$ cat config.mk
export PLATFORM = sky130hd
export DESIGN_NAME = bmf_win_cell
export DESIGN_NICKNAME = d
export VERILOG_FILES = /design/src/rtl/box_mean_filter_macros.svh /design/src/rtl/bmf_pkg.sv /design/src/rtl/bmf_win_cell.sv
export SDC_FILE = /design/constraint.sdc
export NUM_CORES = 1
export LEC_CHECK = 0
export BUFFER_PORTS_ARGS = -buffer_cell sky130_fd_sc_hd__buf_4
export CAP_MARGIN = 40
export CORE_ASPECT_RATIO = 0.5
export CORE_MARGIN = 10
export CORE_UTILIZATION = 30
export DETAILED_ROUTE_END_ITERATION = 8
export GPL_TIMING_DRIVEN = 0
export PLACE_DENSITY = 0.68
export SLEW_MARGIN = 20
export SYNTH_ARGS = -nofsm -noshare
export SYNTH_HDL_FRONTEND = slang
export SYNTH_SLANG_ARGS = --single-unit
$ cat constraint.sdc
create_clock -name clk -period 1.6 [get_ports clk]
set_clock_uncertainty 0.15 [all_clocks]
set_input_delay 0.32 -clock clk [delete_from_list [all_inputs] [get_ports clk]]
set_output_delay 0.32 -clock clk [all_outputs]
set_load 0.05 [all_outputs]
$ cat src/rtl/box_mean_filter_macros.svh
// Assertion macros for the box mean filter RTL.
`ifndef BOX_MEAN_FILTER_MACROS_SVH
`define BOX_MEAN_FILTER_MACROS_SVH

// Same-cycle implication, sampled on clk, quiet during reset.
`define BMF_ASSERT_IMP(name, ante, cons, msg) \
	name: assert property (@(posedge clk) disable iff (!arst_n) (ante) |-> (cons)) \
		else $error(msg);

// Next-cycle implication, sampled on clk, quiet during reset.
`define BMF_ASSERT_NXT(name, ante, cons, msg) \
	name: assert property (@(posedge clk) disable iff (!arst_n) (ante) |=> (cons)) \
		else $error(msg);

`endif

$ cat src/rtl/bmf_pkg.sv
// Shared constants, register codes and pipeline types of the box mean filter.
package bmf_pkg;

	localparam int PIX_W       = 8;
	localparam int WIN         = 5;
	localparam int STORE_LINES = 4;
	localparam int DIM_W       = 10;
	localparam int POS_W       = 9;
	localparam int CFG_IDX_W   = 2;
	localparam int RADIUS_W    = 2;

	// column sums: three rows and five rows of 8-bit pixels
	localparam int COL3_W = 10;
	localparam int COL5_W = 11;
	localparam int SUM_W  = 13;

	// floor(x / 9) = (x * 7282) >> 16 for x < 32768
	// floor(x / 25) = (x * 20972) >> 19 for x < 43690
	localparam int DIV_K_W     = 15;
	localparam int DIV9_MUL    = 7282;
	localparam int DIV9_SHIFT  = 16;
	localparam int DIV25_MUL   = 20972;
	localparam int DIV25_SHIFT = 19;

	localparam int DEF_MAX_WIDTH  = 512;
	localparam int DEF_MAX_HEIGHT = 512;

	localparam logic [RADIUS_W-1:0] RADIUS_5X5    = 2'd2;
	localparam logic [RADIUS_W-1:0] RADIUS_RESET  = 2'd1;
	localparam logic [DIM_W-1:0]    WIDTH_RESET   = 10'd512;
	localparam logic [DIM_W-1:0]    HEIGHT_RESET  = 10'd512;
	localparam logic [DIM_W-1:0]    MIN_DIM       = 10'd3;

	typedef enum logic [CFG_IDX_W-1:0] {
		REG_KERNEL_RADIUS = 2'd0,
		REG_IMAGE_WIDTH   = 2'd1,
		REG_IMAGE_HEIGHT  = 2'd2
	} cfg_reg_t;

	// per-pixel bookkeeping that rides along the pipeline
	typedef struct packed {
		logic             interior;
		logic             last;
		logic             rad2;
		logic [POS_W-1:0] row;
		logic [POS_W-1:0] col;
	} bmf_meta_t;

endpackage

$ cat src/rtl/bmf_win_cell.sv
// One window column cell: holds the 3-row and 5-row sums of a column and hands them left.
module bmf_win_cell import bmf_pkg::*; (
	input  logic              clk,
	input  logic              arst_n,
	input  logic              shift,
	input  logic [COL3_W-1:0] sum3_in,
	input  logic [COL5_W-1:0] sum5_in,
	output logic [COL3_W-1:0] sum3,
	output logic [COL5_W-1:0] sum5
);

	logic [COL3_W-1:0] sum3_q;
	logic [COL5_W-1:0] sum5_q;

	always_ff @(posedge clk or negedge arst_n) begin
		if (!arst_n) begin
			sum3_q <= '0;
			sum5_q <= '0;
		end else if (shift) begin
			sum3_q <= sum3_in;
			sum5_q <= sum5_in;
		end
	end

	assign sum3 = sum3_q;
	assign sum5 = sum5_q;

endmodule

==> out/results.ini, run 1 <==
[place]
port_buffers = 44
hpwl_um = 1740
routabilityCongestion = 0.686
dp_cells = 125

[clock_tree]
clk_latency_ps = 250
path_clk_slew_ps = 80
htreeDepth = 1
post_cts_buffers = 0
clock_sinks = 21
root_buffer = clkbuf_8
cts_buffers = 3
cts_buffer_depth = 2
cts_tree = yes
ctsResizeCount = 0
cts.hold.buffers_added = 1

[synthesis]
synth_seq_area_share = 0.611
yosysWarnings = 0
synth_seq_cells = 21
netlist_instances = 44
ys_types = 4
syn_area_per_cell_um2 = 19.5
synth_area_um2 = 860
syn-num-nets = 68

[drt]
firstDrtPassIters = 4
wl_per_cell_um = 16.8
wl_um = 2190
postRouteAntennaNets = 0
drt-initial-drc-count = 19
via_count = 535
drc_errors = 0
via_per_inst = 4.12

[grt]
grt_pass1_vias = 646
antenna_found_initial = 0
grtUsageTotal = 0.0838
grt_max_degree = 22
grt_pass1_wl_um = 3590
gr-total-overflow = 0

[setup_path]
cp-end-kind = output pin
critical_path.startpoint_type = flip-flop
cp_top_family = flip-flops
crit_type = reg -> out
rrSetupSlack_ps = 680
max_stage_delay_ps = 390
cp_slowest_cell = dfrtp_1
crit_fanout = 2
arrival_ps = 850
required_ps = 1130
critPathBufInv = 1
crit_chain = buf_4

[finish]
n_antenna_cell = 0
area_growth_pct = 50.4
final_nets = 118
fillers = 243
final_cells = 130
drive_above_1_share = 0.763

[floorplan]
io_pins = 45
core_um2 = 2670
die-area_um2 = 5540
fp.dieH_um = 57.9
rows = 13
die_w_um = 95.7
initial_core_util = 0.322

[status]
outcome = completed

[sta]
grt_setup_unrepaired = false
relSlewSlack = 0.824
worst_slew_pin_slew_ps = 263
slew_viol_final = 0
setup-tns-final_ps = 0
fin_crit_sh = 0.824
fmax_mhz = 759
hold_viol_final = 0
period_needed_ps = 1320
setup_viol = 0

[pwr]
ir_worst_vdd_mv = 0.422
power_density_nw_per_um2 = 1090
p_leak_nw = 0.667

[run]
cap_violations = 0

[min_path]
worstHoldPathType = in -> reg

[layout by cell type (no fill, tap or decap)]
cell,count
mux2_2,1
buf_6,2
mux2_4,20
dlygate4sd3_1,1
clkinv_2,1
clkbuf_8,3
dfrtp_1,21
buf_4,44
[final cells by class]
type                    instances  area, um^2  share of cell area
flip-flops and latches         21         526               0.407
repair buffers                 45         340               0.263
multi-input cells              21         312               0.241
well taps                      37        46.3              0.0358
clock buffers                   3        41.3              0.0319
plain buffers                   2        22.5              0.0174
clock inverters                 1        5.00             0.00387
[final timing paths]
path,from,end,cells past startpoint
max reg2reg,sum5[1],sum5[1],1
max in group asynchronous,arst_n,sum5[6],2
min reg2reg,sum5[6],sum5[6],1
max,sum3[1],sum3[1],1
min in group asynchronous,arst_n,sum3[3],2
min,sum5_in[5],sum5[5],2
[logic make-up after synthesis]
| group | count (synthesis) | share of synthesized area |
|---|---|---|
| buffers and inverters | 2 | 0.0262 |
| muxes | 21 | 0.362 |
| DFF | 21 | 0.611 |
[cell usage after synthesis]
library cell / number / share of area
mux2_4: 20 / 0.35
buf_6: 2 / 0.026
dfrtp_1: 21 / 0.61
mux2_2: 1 / 0.013
[where the power goes]
part           internal (W)  switching, W  total, W
Sequential         0.000584     0.0000305  0.000614
Combinational      0.000186      0.000267  0.000454
Clock              0.000173      0.000167  0.000340
[sequential cells by signal (all words and copies together) (netlist names)]
name and count:
sum3 10, sum5 11
[per-layer routing]
metal | global-route usage | routed length [um]
met5 | 0 | 0
met4 | 0.0334 | 54
met3 | 0.0193 | 16
met2 | 0.162 | 1330
met1 | 0.0850 | 789
[through the flow]
stage          setup WS, ps  area [um^2]  utilization  hold slack (ps)  total power (W)
6_report                282         1290        0.485              133          0.00141
5_1_grt                 239         1290        0.485              129          0.00147
3_5_place_dp            397         1240        0.463             72.1          0.00108
4_1_cts                 275         1290        0.485              129          0.00143
3_3_place_gp            412         1240        0.463             67.4          0.00107
2_1_floorplan           456          860            -             -126         0.000912
(Power assumes the default switching activity.)
==> run 2, diff against run 1 <==
==> constraint.sdc (replaced) <==
create_clock -name clk -period 1.25 [get_ports clk]
set_clock_uncertainty 0.15 [all_clocks]
set_input_delay 0.25 -clock clk [delete_from_list [all_inputs] [get_ports clk]]
set_output_delay 0.25 -clock clk [all_outputs]
set_load 0.05 [all_outputs]
==> out/results.ini, run 2 (synthesized netlist as in run 1, its figures left out) <==
[status]
outcome = completed

[floorplan]
core_um2 = 2670
fp.dieH_um = 57.9
io_pins = 45
rows = 13
initial_core_util = 0.322
die_w_um = 95.7
die-area_um2 = 5540

[grt]
grt_pass1_wl_um = 3590
antenna_found_initial = 0
grt_max_degree = 22
gr-total-overflow = 0
grt_pass1_vias = 646
grtUsageTotal = 0.0838

[setup_path]
crit_type = reg -> out
crit_fanout = 2
max_stage_delay_ps = 400
required_ps = 850
arrival_ps = 830
crit_chain = buf_6
critPathBufInv = 1
critical_path.startpoint_type = flip-flop
rrSetupSlack_ps = 200
cp_top_family = flip-flops
cp_slowest_cell = dfrtp_1
cp-end-kind = output pin

[pwr]
swShare = 0.327
power_density_nw_per_um2 = 1340
p_int_w = 0.00126
clockPowerShare = 0.233
power.switching_w = 0.000612
ir_worst_vdd_mv = 0.584
p_comb_frac = 0.340
p_leak_nw = 0.707
seq_power_share = 0.426

[clock_tree]
cts_tree = yes
clock_sinks = 21
cts_buffer_depth = 2
htreeDepth = 1
clk_latency_ps = 250
path_clk_slew_ps = 80
root_buffer = clkbuf_8
cts_buffers = 3

[place]
dp_slack_ps = 117
hpwl_um = 1740
routabilityCongestion = 0.686
port_buffers = 44

[min_path]
worstHoldPathType = in -> reg

[drt]
via_count = 554
drt-initial-drc-count = 15
via_per_inst = 4.17
wl_um = 2220
drc_errors = 0
wl_per_cell_um = 16.7
firstDrtPassIters = 2
postRouteAntennaNets = 0

[sta]
relSlewSlack = 0.823
hold_viol_final = 0
hold_slack_ps = 62.9
setup_ws_ps = 23.6
slew_viol_final = 0
grt_setup_unrepaired = true
fin_crit_sh = 0.981
period_needed_ps = 1230
worst_slew_pin_slew_ps = 265
fmax_mhz = 815
setup_viol = 0

[finish]
area_growth_pct = 62.2
largest_reg_flops = 11
final_common_cell = buf_4
final_nets = 121
layout_common_cells = 26 x buf_4, 23 x buf_6, 21 x dfrtp_1
n_antenna_cell = 0
drive_above_1_share = 0.771

[run]
cap_violations = 0

run 2: per-stage QoR:
stage / cell area, um^2 / std cells / util / total power [W] / setup TNS (ps)
global route: 1390 / 133 / 0.523 / 0.00195 / -38.3
CTS: 1300 / 130 / 0.489 / 0.00183 / 0
finish: 1390 / 133 / 0.523 / 0.00187 / 0
floorplan: 860 / 44 / - / 0.00117 / 0
detailed placement: 1240 / 125 / 0.463 / 0.00138 / 0
global placement: 1240 / 125 / 0.463 / 0.00138 / 0
run 2: cell type report:
type | instances | area [um^2]
multi-input cells | 21 | 312
repair buffers | 48 | 442
clock buffers | 3 | 41.3
clock inverters | 1 | 5.00
well taps | 37 | 46.3
flip-flops and latches | 21 | 526
fillers | 226 | 1270
plain buffers | 2 | 22.5
run 2: path summary, 6_finish.rpt:
| path | start | end | cells after the start |
|---|---|---|---|
| worst max-delay path | sum5[10] | sum5[10] | 1 |
| min in group asynchronous | arst_n | sum3[3] | 2 |
| worst max register to register | sum5[1] | sum5[1] | 2 |
| worst min register to register | sum5[6] | sum5[6] | 1 |
| max in group asynchronous | arst_n | sum5[6] | 2 |
| worst min-delay path | sum5_in[5] | sum5[5] | 2 |
run 2: layer usage:
layer  share of wire  vias up  GRT usage  routed length (um)
met2            0.62        9      0.162                1370
met4           0.024        0     0.0334                  54
met5               0        -          0                   0
li1                -      255          -                   -
met1            0.34      286     0.0850                 760
met3           0.016        4     0.0193                  36
run 2: power groups by stage:
stage / Combinational, W / Clock [W] / Sequential (W)
floorplan: 0.000130 / 0 / 0.00104
global placement: 0.000580 / 0 / 0.000796
detailed placement: 0.000586 / 0 / 0.000798
CTS: 0.000596 / 0.000450 / 0.000788
global route: 0.000665 / 0.000481 / 0.000809
finish: 0.000638 / 0.000437 / 0.000799
run 2: timing repair:
action | in CTS | in global routing
setup endpoints to repair | 3 | 21
hold buffers | 1 | 0
hold endpoints to repair | 21 | 0
setup buffers | 0 | 3
resized for setup | 3 | 18
